===== src/design/assert_macros.svh =====
// Assertion macros shared by the LRU page replacement RTL.
`ifndef ASSERT_MACROS_SVH
`define ASSERT_MACROS_SVH

`ifndef ASSERT_OFF

`define LRU_ASSERT(label, prop, msg) \
  label: assert property (@(posedge clk) disable iff (rst) (prop)) else $error(msg);

`define LRU_ASSERT_IMPL(label, ante, cons, msg) \
  label: assert property (@(posedge clk) disable iff (rst) (ante) |-> (cons)) else $error(msg);

`define LRU_ASSERT_NEXT(label, ante, cons, msg) \
  label: assert property (@(posedge clk) disable iff (rst) (ante) |=> (cons)) else $error(msg);

`else

`define LRU_ASSERT(label, prop, msg)

`define LRU_ASSERT_IMPL(label, ante, cons, msg)

`define LRU_ASSERT_NEXT(label, ante, cons, msg)

`endif

`endif


===== src/design/lru_pkg.sv =====
// Shared constants and types for the LRU page replacement block.
package lru_pkg;

  localparam int FRAMES     = 4;
  localparam int PAGE_BITS  = 16;
  localparam int FRAME_BITS = $clog2(FRAMES);
  localparam int RANK_BITS  = FRAME_BITS;
  localparam int COUNT_BITS = 32;

  typedef logic [PAGE_BITS-1:0]  page_t;
  typedef logic [FRAME_BITS-1:0] frame_t;
  typedef logic [RANK_BITS-1:0]  rank_t;
  typedef logic [COUNT_BITS-1:0] count_t;

  typedef struct packed {
    page_t page_number;
    logic  end_of_sequence;
  } req_t;

  typedef struct packed {
    logic   hit;
    frame_t frame_index;
    logic   evicted_valid;
    page_t  evicted_page;
    count_t fault_count;
  } rsp_t;

  typedef struct packed {
    logic   hit;
    frame_t hit_idx;
    logic   empty;
    frame_t empty_idx;
    frame_t victim_idx;
    rank_t  victim_rank;
  } scan_t;

endpackage


===== src/design/lru_req_if.sv =====
// Handshake channel that carries one page reference word.
interface lru_req_if;
  import lru_pkg::*;

  logic valid;
  logic ready;
  req_t data;

  modport source (output valid, output data, input ready);
  modport sink (input valid, input data, output ready);
endinterface


===== src/design/lru_rsp_if.sv =====
// Handshake channel that carries one replacement result word.
interface lru_rsp_if;
  import lru_pkg::*;

  logic valid;
  logic ready;
  rsp_t data;

  modport source (output valid, output data, input ready);
  modport sink (input valid, input data, output ready);
endinterface


===== src/design/lru_scan.sv =====
// Shared compare unit that examines one frame per cycle while step is high and keeps the scan results.
module lru_scan (
  input  logic           clk,
  input  logic           step,
  input  lru_pkg::frame_t idx,
  input  lru_pkg::page_t  page,
  input  lru_pkg::page_t  frame_pg,
  input  logic           frame_vld,
  input  lru_pkg::rank_t  frame_rank,
  output lru_pkg::scan_t  result
);
  import lru_pkg::*;

  scan_t base;
  scan_t result_next;
  logic  match;
  logic  first;

  assign match = frame_vld && (frame_pg == page);
  assign first = (idx == '0);

  always_comb begin
    if (first) begin
      base = '0;
    end else begin
      base = result;
    end
    result_next = base;
    if (match && !base.hit) begin
      result_next.hit     = 1'b1;
      result_next.hit_idx = idx;
    end
    if (!frame_vld && !base.empty) begin
      result_next.empty     = 1'b1;
      result_next.empty_idx = idx;
    end
    if (first || (frame_rank > base.victim_rank)) begin
      result_next.victim_idx  = idx;
      result_next.victim_rank = frame_rank;
    end
  end

  always_ff @(posedge clk) begin
    if (step) begin
      result <= result_next;
    end
  end

endmodule


===== src/design/lru_page_replacement_top.sv =====
// Top level of the LRU page replacement block with its sequencer and frame state.
//
// Each page reference word passes through the accept cycle, a scan in which the
// shared compare unit examines the frames one at a time, and the update cycle that writes
// the frame table and loads the result register. The update cycle waits while a
// previous result word is still held on the output. The frames keep valid bits, and
// valid frames hold distinct recency ranks; a word marked end of sequence clears them
// and the fault count once its result is loaded.
`include "assert_macros.svh"

module lru_page_replacement_top (
  input logic       clk,
  input logic       rst,
  lru_req_if.sink   req,
  lru_rsp_if.source rsp
);
  import lru_pkg::*;

  typedef enum logic [1:0] {
    ST_IDLE,
    ST_SCAN,
    ST_UPDATE
  } state_t;

  state_t            state;
  frame_t            scan_idx;
  req_t              cur;
  page_t             frame_page [FRAMES];
  logic [FRAMES-1:0] frame_valid;
  rank_t             recency_rank [FRAMES];
  count_t            faults_seen;

  scan_t  scan;
  frame_t chosen;
  rank_t  old_rank;
  logic   age_all;
  logic   evict;
  rank_t  rank_next [FRAMES];
  count_t faults_next;
  logic   out_free;
  logic   scan_last;

  lru_scan u_scan (
    .clk        (clk),
    .step       (state == ST_SCAN),
    .idx        (scan_idx),
    .page       (cur.page_number),
    .frame_pg   (frame_page[scan_idx]),
    .frame_vld  (frame_valid[scan_idx]),
    .frame_rank (recency_rank[scan_idx]),
    .result     (scan)
  );

  assign req.ready = (state == ST_IDLE);
  assign out_free  = !rsp.valid || rsp.ready;
  assign scan_last = (scan_idx == FRAME_BITS'(FRAMES - 1));

  always_comb begin
    priority if (scan.hit) begin
      chosen  = scan.hit_idx;
      age_all = 1'b0;
      evict   = 1'b0;
    end else if (scan.empty) begin
      chosen  = scan.empty_idx;
      age_all = 1'b1;
      evict   = 1'b0;
    end else begin
      chosen  = scan.victim_idx;
      age_all = 1'b0;
      evict   = 1'b1;
    end
    old_rank = recency_rank[chosen];
    for (int g = 0; g < FRAMES; g++) begin
      rank_next[g] = recency_rank[g];
      if ((FRAME_BITS'(g) != chosen) && frame_valid[g] &&
          (age_all || (recency_rank[g] < old_rank))) begin
        rank_next[g] = recency_rank[g] + RANK_BITS'(1);
      end
    end
    rank_next[chosen] = '0;
    if (scan.hit || (faults_seen == '1)) begin
      faults_next = faults_seen;
    end else begin
      faults_next = faults_seen + COUNT_BITS'(1);
    end
  end

  always_ff @(posedge clk) begin
    if (rst) begin
      state        <= ST_IDLE;
      scan_idx     <= '0;
      frame_valid  <= '0;
      recency_rank <= '{default: '0};
      faults_seen  <= '0;
      rsp.valid    <= 1'b0;
    end else begin
      if (state == ST_UPDATE && out_free) begin
        rsp.valid <= 1'b1;
      end else if (rsp.ready) begin
        rsp.valid <= 1'b0;
      end
      unique case (state)
        ST_IDLE: begin
          if (req.valid) begin
            cur      <= req.data;
            scan_idx <= '0;
            state    <= ST_SCAN;
          end
        end
        ST_SCAN: begin
          scan_idx <= scan_idx + FRAME_BITS'(1);
          if (scan_last) begin
            state <= ST_UPDATE;
          end
        end
        ST_UPDATE: begin
          if (out_free) begin
            rsp.data.hit           <= scan.hit;
            rsp.data.frame_index   <= chosen;
            rsp.data.evicted_valid <= evict;
            rsp.data.evicted_page  <= evict ? frame_page[chosen] : '0;
            rsp.data.fault_count   <= faults_next;
            frame_page[chosen]     <= cur.page_number;
            if (cur.end_of_sequence) begin
              frame_valid  <= '0;
              recency_rank <= '{default: '0};
              faults_seen  <= '0;
            end else begin
              frame_valid[chosen] <= 1'b1;
              recency_rank        <= rank_next;
              faults_seen         <= faults_next;
            end
            state <= ST_IDLE;
          end
        end
        default: begin
          state <= ST_IDLE;
        end
      endcase
    end
  end

  `LRU_ASSERT_IMPL(a_hit_no_evict, rsp.valid && rsp.data.hit, !rsp.data.evicted_valid, "hit evicted")
  `LRU_ASSERT_NEXT(a_accept, req.valid && req.ready, state == ST_SCAN && scan_idx == '0, "no scan")
  `LRU_ASSERT_IMPL(a_rsp_src, $rose(rsp.valid), $past(state == ST_UPDATE), "result outside update")
  `LRU_ASSERT_IMPL(a_evict_full, state == ST_UPDATE && evict, &frame_valid, "evict with free frame")

endmodule

===== src/flat_wrapper.sv =====
// flat-port wrapper written by rule: the top's interface ports become plain ports
module lru_page_replacement_top_flat import lru_pkg::*;
  (clk, rst, req_valid, req_data, req_ready, rsp_valid, rsp_data, rsp_ready);
  lru_req_if req_i ();
  lru_rsp_if rsp_i ();
  input logic clk;
  input logic rst;
  input wire logic [$bits(req_i.valid)-1:0] req_valid;
  input wire logic [$bits(req_i.data)-1:0] req_data;
  output wire logic [$bits(req_i.ready)-1:0] req_ready;
  output wire logic [$bits(rsp_i.valid)-1:0] rsp_valid;
  output wire logic [$bits(rsp_i.data)-1:0] rsp_data;
  input wire logic [$bits(rsp_i.ready)-1:0] rsp_ready;
  assign req_i.valid = req_valid;
  assign req_i.data = req_data;
  assign req_ready = req_i.ready;
  assign rsp_valid = rsp_i.valid;
  assign rsp_data = rsp_i.data;
  assign rsp_i.ready = rsp_ready;
  lru_page_replacement_top u_core (.clk(clk), .rst(rst), .req(req_i), .rsp(rsp_i));
endmodule

===== config.mk =====
export PLATFORM = sky130hd
export DESIGN_NAME = lru_page_replacement_top_flat
export DESIGN_NICKNAME = d
export VERILOG_FILES = /design/src/design/lru_pkg.sv /design/src/design/lru_req_if.sv /design/src/design/lru_rsp_if.sv /design/src/design/lru_scan.sv /design/src/design/lru_page_replacement_top.sv /design/src/flat_wrapper.sv
export VERILOG_INCLUDE_DIRS = /design/src /design/src/design
export SDC_FILE = /design/constraint.sdc
export NUM_CORES = 1
export LEC_CHECK = 0
export BUFFER_PORTS_ARGS = -buffer_cell sky130_fd_sc_hd__buf_2
export CORE_MARGIN = 5
export CORE_UTILIZATION = 61
export CTS_CLUSTER_DIAMETER = 120
export DETAILED_ROUTE_END_ITERATION = 10
export PLACE_DENSITY = 0.81
export SYNTH_ARGS = -nofsm -noshare
export SYNTH_HDL_FRONTEND = slang
export SYNTH_SLANG_ARGS = --single-unit

===== constraint.sdc =====
create_clock -name clk -period 7.7 [get_ports clk]
set_input_delay 0.77 -clock clk [delete_from_list [all_inputs] [get_ports clk]]
set_output_delay 0.77 -clock clk [all_outputs]
set_load 0.05 [all_outputs]

==> results.cfg, run 1 <==
[synthesis]
synth_top_area_share = 0.4710
async_flop_share = 0
syn_area_sq_um = 9117
ys_warn_count = 0
yosys.cell_types.count = 75
synth_edf_count = 143
netlist.top_cell.by_area = edfxtp_1
synth_seq_area_share = 0.5830
synth_common_cells = edfxtp_1, dfxtp_1, nor2_1
synth-seq-cells = 194
syn_avg_cell_area_sq_um = 12.68
synth_most_common_cell = edfxtp_1
yosys_most_used_dff = edfxtp_1
ys_top_cells_by_area = edfxtp_1, dfxtp_1, mux4_2, xnor2_1, a21oi_1
synth_nets = 745
synthCells = 719

[placement]
io_buffers = 74
postPlaceCellArea_sq_um = 9618
dp_hpwl_microns = 12940
gp_congestion = 0.9091
placedCellCount = 942

[timing]
slew_headroom = 0.2016
hold_viol_final = 0
max_freq_mhz = 310.8
finClkSkew_ns = 0.008561
report.final.slew_viol_count = 0
tightest_slew_ns = 1.193
setup-tns-final_ns = 0
fin_crit_sh = 0.4178
setup-violations-final = 0
fin_crit_ns = 3.217
grt_setup_unrepaired = no

[cts]
clkTransAtPathRegs_ns = 0.08
cts_tree = done
cts_resized = 0
hold_buffers = 0
cts_setup_buffers = 0
ctsHtreeMaxLevel = 4
clock-sinks = 194
clk_latency_ns = 0.44
cts-root-buf = clkbuf_16
clock_path_buffers = 2
cts_made_buffers = 17

[grt]
overflow = 0
grt_use_met2 = 0.3894
grt_max_degree = 51
grt_pass1_wl_microns = 31970
use_met1 = 0.2877
grt_most_used_layer = met2
antenna_found_initial = 0
grt_pass1_vias = 6230
grt_use_total = 0.2287
grtUsageMet3 = 0.05573

[floorplan]
rows = 44
die_h_microns = 132.3
die_width_microns = 132.3
io_pins = 75
coreArea_sq_um = 14590
initial_core_util = 0.6250
die-area_sq_um = 17490

[route]
drt_first_iter_violations = 737
wire_per_inst_microns = 20.15
drc = 0
vias_per_cell = 6.428
wl_microns = 19630
antenna_left = 0
vias = 6261
firstDrtPassIters = 8

[critical_path]
critPathMaxStageDelay_ns = 1.07
cp.required_ns = 7.81
critPathSlowestCell = dfxtp_1
arrival_ns = 3.33
worstSetupPathType = flip-flop to flip-flop
critPathMaxFanout = 16
critPathMostFrequentCell = nand4_1
crit_chain = mux4_2 -> xnor2_1 -> nand4_1 -> nor3_1 -> nand4_1 -> a21boi_0
path_buf_inv = 0
crit_family = flip-flops
worstSetupStartpointType = flip-flop
endpoint_kind = flip-flop

[final_layout]
finalNonFillerCells = 974
multi_input_area_sq_um = 3573
diodes = 0
stdcell_area_sq_um = 10200
area_growth_syn_to_layout_pct = 11.90
nets = 803
fillers = 963
drive_gt1_frac = 0.2354
seqCellArea_sq_um = 5315

[power_and_ir_drop]
peakVddDrop_v = 0.0002182
leakage_nw = 3.498
power_mw = 2.105
p_per_area_nw_per_um2 = 206.3

[hold_path]
hold_path_class = input pin to flip-flop

[status]
status = completed

[run]
cap_violations = 0
[flip-flops by register name, indices dropped and copies added (netlist names), named ones only]
name,flops
u_core.scan_idx,2
u_core.rsp.valid,1
u_core.recency_rank,8
u_core.rsp.data,52
u_core.cur,17
u_core.state,2
u_core.frame_valid,4
u_core.frame_page,64
u_core.faults_seen,32
u_core.u_scan.result,10
[area by class of cell]
class | instances | area share
flip-flops and latches | 194 | 0.5210
repair buffers | 84 | 0.04366
inverters | 13 | 0.005273
multi-input cells | 467 | 0.3503
clock buffers | 18 | 0.04207
clock inverters | 14 | 0.01521
well taps | 184 | 0.02257
[kinds of logic (layout without fill, tap and decap cells)]
kind of cell,Yosys count,in the layout,share of synthesized area
adder cells (fa/ha/maj),5,5,0.006862
XOR/XNOR,44,44,0.04227
flip-flops,194,194,0.5830
AO/OA/AOI/OAI,146,146,0.1022
buffers and inverters,58,129,0.02909
multiplexers,47,47,0.1014
AND/OR/NAND/NOR,225,225,0.1352
[cell usage in the layout (no fill, tap or decap), types with 10 or more instances in the layout]
cell / Yosys / layout
a21oi_1: 47 / 47
a31oi_1: 14 / 14
and2_1: 23 / 23
buf_2: 10 / 74
buf_4: 4 / 10
clkbuf_16: 0 / 17
dfxtp_1: 51 / 51
edfxtp_1: 143 / 143
inv_1: 10 / 10
mux4_2: 35 / 35
nand2_1: 39 / 39
nand3_1: 14 / 14
nand4_1: 10 / 10
nor2_1: 49 / 48
nor3_1: 13 / 11
o21ai_0: 39 / 39
or3_1: 22 / 22
xnor2_1: 34 / 34
xor2_1: 10 / 10
[through the flow]
step                setup WS [ns]    util  hold WS (ns)
finish                      4.483  0.6993        0.4949
detailed placement          4.491  0.6593        0.5228
global route                4.207  0.6993        0.4735
global placement            4.628  0.6593        0.4969
floorplan                   3.704       -        0.4672
CTS                         4.426  0.6993        0.4855
[power breakdown]
part | internal [mW] | total, mW | switching [mW]
clock network | 0.436 | 0.868 | 0.432
logic | 0.0442 | 0.100 | 0.0562
registers | 1.12 | 1.14 | 0.0143
total | 1.60 | 2.10 | 0.502
[final timing paths]
path / startpoint / end / slack (ns) / cells past startpoint
setup / recovery: flip-flop / u_core.u_scan.result[7] / 4.48 / 6
setup reg to reg: flip-flop / u_core.u_scan.result[7] / 4.48 / 6
hold / removal: req_data[1] / u_core.cur[1] / 0.49 / 1
hold reg to reg: u_core.faults_seen[27] / u_core.faults_seen[27] / 0.53 / 2
[per-layer routing]
metal | vias up | share of wire
li1 | 2865 | -
met1 | 3059 | 0.39
met2 | 301 | 0.52
met3 | 36 | 0.071
met4 | 0 | 0.018
met5 | - | 0
Power figures use the tool's default switching activity.
==> run 2: changes to the inputs <==
--- a/config.mk
+++ b/config.mk
@@ -8,10 +8,10 @@
 export LEC_CHECK = 0
 export BUFFER_PORTS_ARGS = -buffer_cell sky130_fd_sc_hd__buf_2
 export CORE_MARGIN = 5
-export CORE_UTILIZATION = 61
+export CORE_UTILIZATION = 54
 export CTS_CLUSTER_DIAMETER = 120
 export DETAILED_ROUTE_END_ITERATION = 10
-export PLACE_DENSITY = 0.81
+export PLACE_DENSITY = 0.76
 export SYNTH_ARGS = -nofsm -noshare
 export SYNTH_HDL_FRONTEND = slang
 export SYNTH_SLANG_ARGS = --single-unit
==> constraint.sdc (replaced) <==
create_clock -name clk -period 2.7 [get_ports clk]
set_input_delay 0.27 -clock clk [delete_from_list [all_inputs] [get_ports clk]]
set_output_delay 0.27 -clock clk [all_outputs]
set_load 0.05 [all_outputs]
==> run 2 against run 1 <==
  * Die area up 12%
  * Clock skew up 0.0020 ns
  * Sequential power rose to 2.8 times the previous value
  * Clock power increased to 2.8 times the previous value
  * Sequential share of layout area fell by 1.7 points
  * Non-clock buffer count increased by 32
  * Combinational power grew to 3.3 times the previous value
  * Count of clock-buffer cells in the layout unchanged
  * Via count increased by 0.85%
  * Critical path type unchanged
  * Critical path depth grew 2
  * Fmax grew 27%
==> results.cfg, run 2 (same netlist as run 1, synthesis figures left out) <==
[status]
status = completed

[placement]
dp_hpwl_microns = 13170
place_ws_ns = 0.1295
io_buffers = 74
gp_congestion = 0.9212

[grt]
antenna_found_initial = 0
grt_use_total = 0.1987
grt_pass1_vias = 6193
grt_pass1_wl_microns = 31370
grt_max_degree = 36
overflow = 0

[critical_path]
endpoint_kind = flip-flop
arrival_ns = 2.90
cp.required_ns = 3.06
crit_chain = ha_1 -> nor2b_1 -> nand3_2 -> nand3b_1 -> nor2_2 -> nand3_2 -> or3_1 -> a21oi_1
critPathMaxFanout = 6
worstSetupPathType = flip-flop to flip-flop
r2r_slack_ns = 0.16
critPathSlowestCell = dfxtp_1
rr_worst_depth = 8
critPathMaxStageDelay_ns = 0.41
critPathLaunch = u_core.faults_seen[0]
r2r_end = u_core.faults_seen[26]
critPathMostFrequentCell = nand3_2
crit_path_end = u_core.faults_seen[26]
rr_startpoint = u_core.faults_seen[0]
worstSetupStartpointType = flip-flop

[timing]
fin_crit_ns = 2.539
fin_crit_sh = 0.9404
setup-violations-final = 0
finClkSkew_ns = 0.01052
whs_ns = 0.01343
setup-tns-final_ns = 0
tightest_slew_ns = 1.016
max_freq_mhz = 393.8
setup_ws_ns = 0.1609
report.final.slew_viol_count = 0
hold_viol_final = 0
grt_setup_unrepaired = no
slew_headroom = 0.3226

[cts]
cts_made_buffers = 17
cts-root-buf = clkbuf_16
clk_latency_ns = 0.43
cts_setup_buffers = 0
clkTransAtPathRegs_ns = 0.07
cts_tree = done
clock-sinks = 194
ctsHtreeMaxLevel = 4
clock_path_buffers = 2

[power_and_ir_drop]
p_per_area_nw_per_um2 = 566.3
power_mw = 5.976
peakVddDrop_v = 0.0005019
leakage_nw = 3.645

[final_layout]
nets = 835
diodes = 0
reg_top3 = u_core.frame_page: 64 flops, u_core.rsp.data: 52 flops, u_core.faults_seen: 32 flops
fillers = 1241
layout_commonest_cell = edfxtp_1
layout_common_cells = edfxtp_1, buf_2, dfxtp_1
largest_reg_flops = 64
regMostFlops = u_core.frame_page
area_growth_syn_to_layout_pct = 15.73
drive_gt1_frac = 0.2470

[route]
firstDrtPassIters = 5
vias_per_cell = 6.060
drc = 0
drt_first_iter_violations = 549
wl_microns = 19410
wire_per_inst_microns = 18.63
antenna_left = 0
vias = 6314

[floorplan]
rows = 47
io_pins = 75
die-area_sq_um = 19580
initial_core_util = 0.5498
die_h_microns = 139.9
coreArea_sq_um = 16580
die_width_microns = 139.9

[hold_path]
hold_path_class = input pin to flip-flop

[run]
cap_violations = 0
## run 2: repair_timing
action	in CTS	in global routing
setup endpoints to repair	0	7
endpoints found under the hold margin	16	0
hold buffers	16	0
resized for setup	0	4
## run 2: how the worst min path moves through the flow
stage / from / to / slack (ns) / depth (start not counted)
floorplan: req_data[0] / u_core.cur[0] / 0.37 / 0
global placement: req_data[1] / u_core.cur[1] / 0.45 / 1
detailed placement: req_data[4] / u_core.cur[4] / 0.45 / 1
CTS: req_data[5] / u_core.cur[5] / 0.004 / 1
global route: req_data[5] / u_core.cur[5] / 0.009 / 1
finish: req_data[5] / u_core.cur[5] / 0.01 / 1
## run 2: cell type report
class,count,area (sq um),share of cell area
tap,220,275.3,0.02609
clock inverter,14,138.9,0.01316
inverter,13,53.80,0.005099
clock buffer,18,429.2,0.04067
sequential,194,5316,0.5039
timing repair buffer,116,750.7,0.07115
multi-input combinational,467,3587,0.3400
## run 2: stage by stage
stage / instance area [sq um] / std cells / util
floorplan: 9139 / 719 / -
global placement: 9817 / 994 / 0.5920
detailed placement: 9817 / 994 / 0.5920
CTS: 10550 / 1042 / 0.6359
global route: 10550 / 1042 / 0.6363
finish: 10550 / 1042 / 0.6363
## run 2: critical path: cells and delay by family (launching register included)
| kind | cells | cell delay, ns |
|---|---|---|
| AOI/OAI and AO/OA | 1 | 0.12 |
| DFF | 1 | 0.41 |
| and+or+nand+nor | 6 | 1.57 |
| adders and majority gates | 1 | 0.36 |
## run 2: per-layer routing
layer,global-route usage,share of wire,wire length [microns]
met1,0.2659,0.42,8167
met2,0.3249,0.49,9498
met4,0.07190,0.021,410
met3,0.04090,0.069,1335
met5,0,0,0
## run 2: where the power goes
| part | total, mW | internal, mW | switching [mW] | leakage (nW) |
|---|---|---|---|---|
| clock | 2.41 | 1.23 | 1.18 | 0.271 |
| combinational | 0.333 | 0.154 | 0.179 | 1.63 |
| sequential | 3.23 | 3.20 | 0.0269 | 1.74 |
